==> src/rtl/core/spq_pkg.sv <==
// ----------------------------------------------------------------------------
// Stable priority queue package
// Opcodes, status codes and the cell control word.
// ----------------------------------------------------------------------------
package spq_pkg;

  typedef enum logic [1:0] {
    OP_ENQ   = 2'd0,
    OP_DEQ   = 2'd1,
    OP_PEEK  = 2'd2,
    OP_DRAIN = 2'd3
  } op_e;

  typedef enum logic [1:0] {
    ST_OK    = 2'd0,
    ST_EMPTY = 2'd1,
    ST_FULL  = 2'd2
  } status_e;

  // Broadcast to every cell: insert a new pair, or shift toward the front.
  typedef struct packed {
    logic ins;
    logic pop;
  } spq_ctrl_t;

endpackage

==> src/rtl/core/spq_if.sv <==
// ----------------------------------------------------------------------------
// Stable priority queue channels
// Request and result channels with valid/ready handshake.
// ----------------------------------------------------------------------------
interface spq_in_if #(
  parameter int DATA_WIDTH = 32,
  parameter int PRIO_WIDTH = 8
);
  logic                  valid;
  logic                  ready;
  logic [1:0]            op;
  logic [DATA_WIDTH-1:0] payload;
  logic [PRIO_WIDTH-1:0] priority_req;

  modport source (output valid, output op, output payload, output priority_req,
                  input ready);
  modport sink   (input valid, input op, input payload, input priority_req,
                  output ready);
endinterface

interface spq_out_if #(
  parameter int DEPTH      = 16,
  parameter int DATA_WIDTH = 32
);
  localparam int CntW = $clog2(DEPTH + 1);

  logic                  valid;
  logic                  ready;
  logic [DATA_WIDTH-1:0] data_out;
  logic                  data_valid;
  logic [1:0]            status;
  logic [CntW-1:0]       occupancy;
  logic                  last;

  modport source (output valid, output data_out, output data_valid, output status,
                  output occupancy, output last, input ready);
  modport sink   (input valid, input data_out, input data_valid, input status,
                  input occupancy, input last, output ready);
endinterface

==> src/rtl/core/stable_priority_queue.sv <==
// ----------------------------------------------------------------------------
// Stable priority queue
// Bounded sorted queue, highest priority first, FIFO among equal priorities.
// ----------------------------------------------------------------------------
// Usage:
//   in_i carries one request transaction: op (enqueue, dequeue, peek, drain),
//   payload and priority_req. out_o returns result transactions with
//   data_out, data_valid, status, occupancy and last.
//   Enqueue, dequeue and peek give one result each, registered: it shows on
//   out_o the cycle after the request is taken. While the receiver keeps
//   ready high and no drain runs, a new request is taken every cycle.
//   Drain of N > 0 entries first records N with no result, then returns one
//   entry per cycle while the output slot is free, front first; in_i is held
//   off (ready low) until the last one is out.
//   The rate is set by the cell chain: every cell decides combinationally
//   and all move together, so insert and remove keep pace at any depth.
//   Reset clears the entry count, drain flag and output valid flag; cell
//   contents are not cleared, since only cells below the count are ever read.
//   When the receiver stalls, the result holds in the output register and
//   no new request is taken until that result is accepted.
// ----------------------------------------------------------------------------
module stable_priority_queue import spq_pkg::*; #(
  parameter int DEPTH      = 16,
  parameter int DATA_WIDTH = 32,
  parameter int PRIO_WIDTH = 8
) (
  input  logic clk_i,
  input  logic rst_ni,
  spq_in_if.sink    in_i,
  spq_out_if.source out_o
);

  localparam int CntW = $clog2(DEPTH + 1);

  // Cell chain wiring
  logic [DATA_WIDTH-1:0] pay_w  [DEPTH];
  logic [PRIO_WIDTH-1:0] prio_w [DEPTH];
  logic                  ge_w   [DEPTH];
  logic                  occ_w  [DEPTH];
  spq_ctrl_t             ctrl;

  // Control and count
  logic [CntW-1:0] count_q, count_d;
  logic            drain_q, drain_d;
  logic [CntW-1:0] total_q, total_d;

  // Output register
  logic                  ovalid_q, ovalid_d;
  logic [DATA_WIDTH-1:0] data_q, data_d;
  logic                  dvalid_q, dvalid_d;
  status_e               status_q, status_d;
  logic [CntW-1:0]       occ_q, occ_d;
  logic                  last_q, last_d;

  logic slot_free, acc, empty, full, drain_last;

  assign slot_free  = !ovalid_q || out_o.ready;
  assign in_i.ready = !drain_q && slot_free;
  assign acc        = in_i.valid && in_i.ready;
  assign empty      = (count_q == '0);
  assign full       = (count_q == CntW'(DEPTH));
  assign drain_last = (count_q == CntW'(1));

  for (genvar i = 0; i < DEPTH; i++) begin : g_cell
    logic [DATA_WIDTH-1:0] left_pay, right_pay;
    logic [PRIO_WIDTH-1:0] left_prio, right_prio;
    logic                  left_ge;

    assign occ_w[i] = (CntW'(i) < count_q);

    if (i == 0) begin : g_head
      // The front cell has nothing ahead of it.
      assign left_pay  = in_i.payload;
      assign left_prio = in_i.priority_req;
      assign left_ge   = 1'b1;
    end else begin : g_body
      assign left_pay  = pay_w[i-1];
      assign left_prio = prio_w[i-1];
      assign left_ge   = ge_w[i-1];
    end

    if (i == DEPTH - 1) begin : g_tail
      assign right_pay  = pay_w[i];
      assign right_prio = prio_w[i];
    end else begin : g_mid
      assign right_pay  = pay_w[i+1];
      assign right_prio = prio_w[i+1];
    end

    spq_cell #(
      .DATA_WIDTH (DATA_WIDTH),
      .PRIO_WIDTH (PRIO_WIDTH)
    ) u_cell (
      .clk_i        (clk_i),
      .ctrl_i       (ctrl),
      .occupied_i   (occ_w[i]),
      .new_pay_i    (in_i.payload),
      .new_prio_i   (in_i.priority_req),
      .left_pay_i   (left_pay),
      .left_prio_i  (left_prio),
      .left_ge_i    (left_ge),
      .right_pay_i  (right_pay),
      .right_prio_i (right_prio),
      .ge_o         (ge_w[i]),
      .pay_o        (pay_w[i]),
      .prio_o       (prio_w[i])
    );
  end

  always_comb begin
    ctrl     = '0;
    count_d  = count_q;
    drain_d  = drain_q;
    total_d  = total_q;
    ovalid_d = ovalid_q && !out_o.ready;
    data_d   = data_q;
    dvalid_d = dvalid_q;
    status_d = status_q;
    occ_d    = occ_q;
    last_d   = last_q;

    if (drain_q && slot_free) begin
      // One drained entry per cycle from the front, while the output slot is free.
      ctrl.pop = 1'b1;
      count_d  = count_q - CntW'(1);
      drain_d  = !drain_last;
      ovalid_d = 1'b1;
      data_d   = pay_w[0];
      dvalid_d = 1'b1;
      status_d = ST_OK;
      occ_d    = drain_last ? total_q : (count_q - CntW'(1));
      last_d   = drain_last;
    end else if (acc) begin
      ovalid_d = 1'b1;
      data_d   = '0;
      dvalid_d = 1'b0;
      status_d = ST_OK;
      occ_d    = count_q;
      last_d   = 1'b1;
      case (op_e'(in_i.op))
        OP_ENQ: begin
          if (full) begin
            status_d = ST_FULL;
          end else begin
            ctrl.ins = 1'b1;
            count_d  = count_q + CntW'(1);
            occ_d    = count_q + CntW'(1);
          end
        end
        OP_DEQ: begin
          if (empty) begin
            status_d = ST_EMPTY;
          end else begin
            ctrl.pop = 1'b1;
            count_d  = count_q - CntW'(1);
            data_d   = pay_w[0];
            dvalid_d = 1'b1;
            occ_d    = count_q - CntW'(1);
          end
        end
        OP_PEEK: begin
          if (empty) begin
            status_d = ST_EMPTY;
          end else begin
            data_d   = pay_w[0];
            dvalid_d = 1'b1;
          end
        end
        OP_DRAIN: begin
          if (empty) begin
            status_d = ST_EMPTY;
          end else begin
            // Setup cycle: no result yet, remember the drained count.
            ovalid_d = ovalid_q && !out_o.ready;
            drain_d  = 1'b1;
            total_d  = count_q;
          end
        end
        default: begin
        end
      endcase
    end
  end

  always_ff @(posedge clk_i or negedge rst_ni) begin
    if (!rst_ni) begin
      count_q  <= '0;
      drain_q  <= 1'b0;
      ovalid_q <= 1'b0;
    end else begin
      count_q  <= count_d;
      drain_q  <= drain_d;
      ovalid_q <= ovalid_d;
    end
  end

  always_ff @(posedge clk_i) begin
    total_q  <= total_d;
    data_q   <= data_d;
    dvalid_q <= dvalid_d;
    status_q <= status_d;
    occ_q    <= occ_d;
    last_q   <= last_d;
  end

  assign out_o.valid      = ovalid_q;
  assign out_o.data_out   = data_q;
  assign out_o.data_valid = dvalid_q;
  assign out_o.status     = status_q;
  assign out_o.occupancy  = occ_q;
  assign out_o.last       = last_q;

endmodule

==> src/rtl/core/spq_cell.sv <==
// ----------------------------------------------------------------------------
// Stable priority queue cell
// One slot of the sorted chain; takes the new pair, its neighbor or holds.
// ----------------------------------------------------------------------------
module spq_cell import spq_pkg::*; #(
  parameter int DATA_WIDTH = 32,
  parameter int PRIO_WIDTH = 8
) (
  input  logic                  clk_i,
  input  spq_ctrl_t             ctrl_i,
  input  logic                  occupied_i,
  input  logic [DATA_WIDTH-1:0] new_pay_i,
  input  logic [PRIO_WIDTH-1:0] new_prio_i,
  input  logic [DATA_WIDTH-1:0] left_pay_i,
  input  logic [PRIO_WIDTH-1:0] left_prio_i,
  input  logic                  left_ge_i,
  input  logic [DATA_WIDTH-1:0] right_pay_i,
  input  logic [PRIO_WIDTH-1:0] right_prio_i,
  output logic                  ge_o,
  output logic [DATA_WIDTH-1:0] pay_o,
  output logic [PRIO_WIDTH-1:0] prio_o
);

  logic [DATA_WIDTH-1:0] pay_q, pay_d;
  logic [PRIO_WIDTH-1:0] prio_q, prio_d;

  // Ties stay ahead of the new pair: that keeps equal priorities FIFO.
  assign ge_o = occupied_i && (prio_q >= new_prio_i);

  always_comb begin
    pay_d  = pay_q;
    prio_d = prio_q;
    if (ctrl_i.ins) begin
      if (!ge_o) begin
        if (left_ge_i) begin
          pay_d  = new_pay_i;
          prio_d = new_prio_i;
        end else begin
          pay_d  = left_pay_i;
          prio_d = left_prio_i;
        end
      end
    end else if (ctrl_i.pop) begin
      pay_d  = right_pay_i;
      prio_d = right_prio_i;
    end
  end

  always_ff @(posedge clk_i) begin
    pay_q  <= pay_d;
    prio_q <= prio_d;
  end

  assign pay_o  = pay_q;
  assign prio_o = prio_q;

endmodule

==> src/flat_wrapper.sv <==
// flat-port wrapper written by rule: the top's interface ports become plain ports
module stable_priority_queue_flat import spq_pkg::*;
#(
  parameter int DEPTH      = 16,
  parameter int DATA_WIDTH = 32,
  parameter int PRIO_WIDTH = 8
)
  (clk_i, rst_ni, in_i_valid, in_i_op, in_i_payload, in_i_priority_req, in_i_ready, out_o_valid, out_o_data_out, out_o_data_valid, out_o_status, out_o_occupancy, out_o_last, out_o_ready);
  spq_in_if #(.DATA_WIDTH(DATA_WIDTH), .PRIO_WIDTH(PRIO_WIDTH)) in_i_i ();
  spq_out_if #(.DEPTH(DEPTH), .DATA_WIDTH(DATA_WIDTH)) out_o_i ();
  input  logic clk_i;
  input  logic rst_ni;
  input wire logic [$bits(in_i_i.valid)-1:0] in_i_valid;
  input wire logic [$bits(in_i_i.op)-1:0] in_i_op;
  input wire logic [$bits(in_i_i.payload)-1:0] in_i_payload;
  input wire logic [$bits(in_i_i.priority_req)-1:0] in_i_priority_req;
  output wire logic [$bits(in_i_i.ready)-1:0] in_i_ready;
  output wire logic [$bits(out_o_i.valid)-1:0] out_o_valid;
  output wire logic [$bits(out_o_i.data_out)-1:0] out_o_data_out;
  output wire logic [$bits(out_o_i.data_valid)-1:0] out_o_data_valid;
  output wire logic [$bits(out_o_i.status)-1:0] out_o_status;
  output wire logic [$bits(out_o_i.occupancy)-1:0] out_o_occupancy;
  output wire logic [$bits(out_o_i.last)-1:0] out_o_last;
  input wire logic [$bits(out_o_i.ready)-1:0] out_o_ready;
  assign in_i_i.valid = in_i_valid;
  assign in_i_i.op = in_i_op;
  assign in_i_i.payload = in_i_payload;
  assign in_i_i.priority_req = in_i_priority_req;
  assign in_i_ready = in_i_i.ready;
  assign out_o_valid = out_o_i.valid;
  assign out_o_data_out = out_o_i.data_out;
  assign out_o_data_valid = out_o_i.data_valid;
  assign out_o_status = out_o_i.status;
  assign out_o_occupancy = out_o_i.occupancy;
  assign out_o_last = out_o_i.last;
  assign out_o_i.ready = out_o_ready;
  stable_priority_queue #(.DEPTH(DEPTH), .DATA_WIDTH(DATA_WIDTH), .PRIO_WIDTH(PRIO_WIDTH)) u_core (.clk_i(clk_i), .rst_ni(rst_ni), .in_i(in_i_i), .out_o(out_o_i));
endmodule
==> config.mk <==
export PLATFORM = sky130hd
export DESIGN_NAME = stable_priority_queue_flat
export DESIGN_NICKNAME = d
export VERILOG_FILES = /design/src/rtl/core/spq_pkg.sv /design/src/rtl/core/spq_if.sv /design/src/rtl/core/stable_priority_queue.sv /design/src/rtl/core/spq_cell.sv /design/src/flat_wrapper.sv
export SDC_FILE = /design/constraint.sdc
export NUM_CORES = 2
export LEC_CHECK = 0
export BUFFER_PORTS_ARGS = -buffer_cell sky130_fd_sc_hd__buf_4
export CORE_AREA = 2 2 241 290
export CTS_CLUSTER_DIAMETER = 150
export DETAILED_ROUTE_END_ITERATION = 10
export DIE_AREA = 0 0 243 292
export MAX_ROUTING_LAYER = met4
export PLACE_DENSITY = 0.72
export RECOVER_POWER = 25
export SLEW_MARGIN = 20
export SYNTH_ARGS = -nofsm -noshare
export SYNTH_HDL_FRONTEND = slang
export SYNTH_SLANG_ARGS = --single-unit
==> constraint.sdc <==
create_clock -name clk_i -period 6.5 [get_ports clk_i]
set_input_delay 0.325 -clock clk_i [delete_from_list [all_inputs] [get_ports clk_i]]
set_output_delay 0.325 -clock clk_i [all_outputs]
set_load 0.02 [all_outputs]
==> flow_metrics.env <==
export IMPL_initial_utilization_pct=55.5
export IMPL_cts_root_buf="clkbuf_16"
export IMPL_synthMuxAreaShare_pct=1.30
export IMPL_critical_path_required_ps=6650
export IMPL_fin_crit_sh_pct=80.1
export IMPL_numClockSinks=693
export IMPL_yosys_area_share_xor_xnor_pct=0.0696
export IMPL_worst_endpoint_arrival_ps=5350
export IMPL_outcome="finished, violations left"
export IMPL_fin_setup_tns_ps=0
export IMPL_final_setup_skew_ps=23.2
export IMPL_chip_height_um=292
export IMPL_drt_wirelength_per_cell_um=25.6
export IMPL_worst_path_dominant_cell_family="buffers and inverters"
export IMPL_finalSetupViolations=0
export IMPL_synth_compound_area_share_pct=23.2
export IMPL_first_pass_iters=5
export IMPL_detailed_place_hpwl_um=72200
export IMPL_routed_wl_um=107000
export IMPL_drive_above_1_share_pct=9.47
export IMPL_via_count_of_the_first_global_routing_pass=30200
export IMPL_remaining_global_route_overflow=0
export IMPL_worst_path_max_fanout=215
export IMPL_antenna_found_initial=0
export IMPL_post_synth_top_area_fraction_pct=54.3
export IMPL_cp_num_buf_inv=3
export IMPL_flip_flop_cell_with_the_highest_count_after_synthesis="edfxtp_1"
export IMPL_layout_cells_most_common_list="o211ai_1, edfxtp_1, nand2_1, ha_1, inv_1"
export IMPL_postPlaceCellArea_um2=38700
export IMPL_cts_made_buffers=75
export IMPL_gp_congestion=0.879
export IMPL_critical_path_slowest_cell="clkbuf_4"
export IMPL_routed_via_count=29000
export IMPL_cp_cell_sequence="nand4bb_1 -> nand4_1 -> buf_4 -> clkbuf_4 -> o21ai_4 -> clkbuf_2"
export IMPL_yosys_top_cells_area="edfxtp_1, o211ai_1, nand2_1, ha_1, clkbuf_1"
export IMPL_drtIter0Drc=2971
export IMPL_final_design_area_no_fill_um2=40900
export IMPL_worstHoldPathType="primary input to register"
export IMPL_grt_setup_unrepaired="no"
export IMPL_die_w_um=243
export IMPL_synth_cells=3384
export IMPL_layout_cells_most_common="o211ai_1"
export IMPL_flow_area_growth_from_synthesis_pct=8.19
export IMPL_grt_pass1_wl_um=167000
export IMPL_grt_start_max_net_pins=216
export IMPL_synth_fp_nets=3565
export IMPL_insertedDiodeCount=0
export IMPL_ios=89
export IMPL_power_density_nw_per_um2=476
export IMPL_ys_seq_area_share_pct=54.9
export IMPL_fillerInstances=5626
export IMPL_tightest_slew_ps=2700
export IMPL_peakVddDrop_uv=220
export IMPL_yosysUniqueCellTypes=64
export IMPL_worst_path_largest_cell_delay_ps=1740
export IMPL_floorplan_rows=105
export IMPL_syn_mean_instance_area_um2=11.2
export IMPL_layout_min_cycle_time_ps=5200
export IMPL_synth_fa_ha_area_share_pct=4.47
export IMPL_grt_use_total_pct=30.3
export IMPL_ys_seq_elements=693
export IMPL_finalNetCount=3420
export IMPL_post_synth_instance_area_um2=37800
export IMPL_failing_checks="capacitance limit, slew limit"
export IMPL_synthesis_yosys_warnings=0
export IMPL_crit_type="register to register"
export IMPL_worstSetupStartpointType="register"
export IMPL_multi_input_comb_area_um2=15200
export IMPL_synth_edff_count=683
export IMPL_clock_tree_htree_level_count=3
export IMPL_slew_headroom_pct=-80.1
export IMPL_worst_skew_pair_later_pin_latency_ps=630
export IMPL_maxCapViolCount=7
export IMPL_synth_top_family_by_area="compound AO/OA/AOI/OAI gates"
export IMPL_tritoncts="yes"
export IMPL_ant_nets=0
export IMPL_synth_top_cell_by_area="edfxtp_1"
export IMPL_timing_final_hold_violations=0
export IMPL_maximum_clock_insertion_buffer_count=3
export IMPL_route_detailed_vias_per_inst=6.89
export IMPL_ff_latch_area_um2=20700
export IMPL_synth_simple_gate_area_share_pct=10.8
export IMPL_clock_fmax_mhz=192
export IMPL_async_flop_share_pct=1.01
export IMPL_place_port_buffers=88
export IMPL_worst_setup_hold_path_clk_slew_ps=60
export IMPL_cellLeakagePower_uw=0.0141
export IMPL_placeableCoreArea_um2=68100
export IMPL_final_max_slew_violation_count=436
export IMPL_dieArea_um2=71000
export IMPL_cp_end_kind="register"
export IMPL_drc=0
per-layer routing:
| metal | share of wire, % | wire length [um] | global-route usage, % |
|---|---|---|---|
| met1 | 37 | 40200 | 34.2 |
| met2 | 53 | 56700 | 53.1 |
| met3 | 4.4 | 4690 | 3.10 |
| met4 | 5.4 | 5770 | 16.4 |
| met5 | 0 | 0 | - |
worst paths after layout:
kind | from | to | slack [ps] | cells past startpoint
hold / removal | in_i_payload[20] | u_core.g_cell[15].u_cell.pay_o[20]$_DFFE_PP_ | 20 | 2
max in group asynchronous | rst_ni | u_core.count_q[2]$_DFFE_PN0P_ | 5980 | 2
min in group asynchronous | rst_ni | u_core.out_o.valid$_DFF_PN0_ | 180 | 2
setup reg to reg | u_core.count_q[4]$_DFFE_PN0P_ | u_core.g_cell[11].u_cell.pay_o[11]$_DFFE_PP_ | 1300 | 6
setup / recovery | u_core.count_q[4]$_DFFE_PN0P_ | u_core.g_cell[11].u_cell.pay_o[11]$_DFFE_PP_ | 1300 | 6
hold reg to reg | u_core.out_o.status[1]$_SDFFE_PP0P_ | u_core.out_o.status[1]$_SDFFE_PP0P_ | 470 | 2
cells in the mapped netlist (11+ instances only):
cell and number:
o211ai_1 754, edfxtp_1 683, nand2_1 554, clkbuf_1 276, ha_1 135, inv_1 116
o221ai_1 91, buf_2 85, nor4_1 82, a221o_1 80, nand3_1 58, o21ai_0 55
nand4_1 45, a21oi_1 40, mux2_2 40, o211ai_2 39, and2_1 36, nor2b_1 34
nor2_1 29, nand2b_1 21, a21o_1 14, or2_2 12, buf_1 11
final cells by class:
| class | count | share of cell area [%] |
|---|---|---|
| tap | 909 | 2.78 |
| multi-input combinational | 2197 | 37.2 |
| timing repair buffer | 156 | 2.58 |
| inverter | 116 | 1.07 |
| clock inverter | 38 | 0.753 |
| clock buffer | 94 | 4.87 |
| sequential | 693 | 50.8 |
registers in the layout, summed over array words and instances, names as in the netlist, 2 cells and up:
name and flops:
u_core.g_cell.u_cell.pay_o 512, u_core.g_cell.u_cell.prio_o 128, u_core.out_o.data_out 32, u_core.count_q 5, u_core.out_o.occupancy 5, u_core.total_q 5, u_core.out_o.status 2
logic make-up (layout without fill, tap and decap cells):
kind of cell	after synthesis	count (layout)
flip-flops	693	693
AND/OR/NAND/NOR	893	893
AO/OA/AOI/OAI	1122	1122
multiplexers	44	44
buffers and inverters	494	404
XOR/XNOR	3	3
adder cells (fa/ha/maj)	135	135
power breakdown:
| group | switching (uW) | internal [uW] |
|---|---|---|
| Combinational | 4710 | 1930 |
| Sequential | 1100 | 7580 |
| Clock | 1830 | 2330 |
per-stage QoR:
stage / setup WS, ps / total power [uW] / std cells / hold WS [ps] / utilization (%)
floorplan: 1180 / 13100 / 3384 / 29.4 / -
finish: 1300 / 19500 / 4203 / 19.1 / 60.1
global route: 886 / 20400 / 4203 / 18.2 / 60.1
global placement: 2080 / 14900 / 4064 / 160 / 56.8
detailed placement: 2030 / 15300 / 4065 / 163 / 56.9
CTS: 1990 / 19500 / 4202 / 0.233 / 60.4
what timing repair did:
action	4_1_cts	5_1_grt
hold endpoints to repair	11	0
hold buffers	5	0
gates resized for setup	0	0
setup buffers	0	0
No activity file was read; power rests on OpenSTA's default activity.
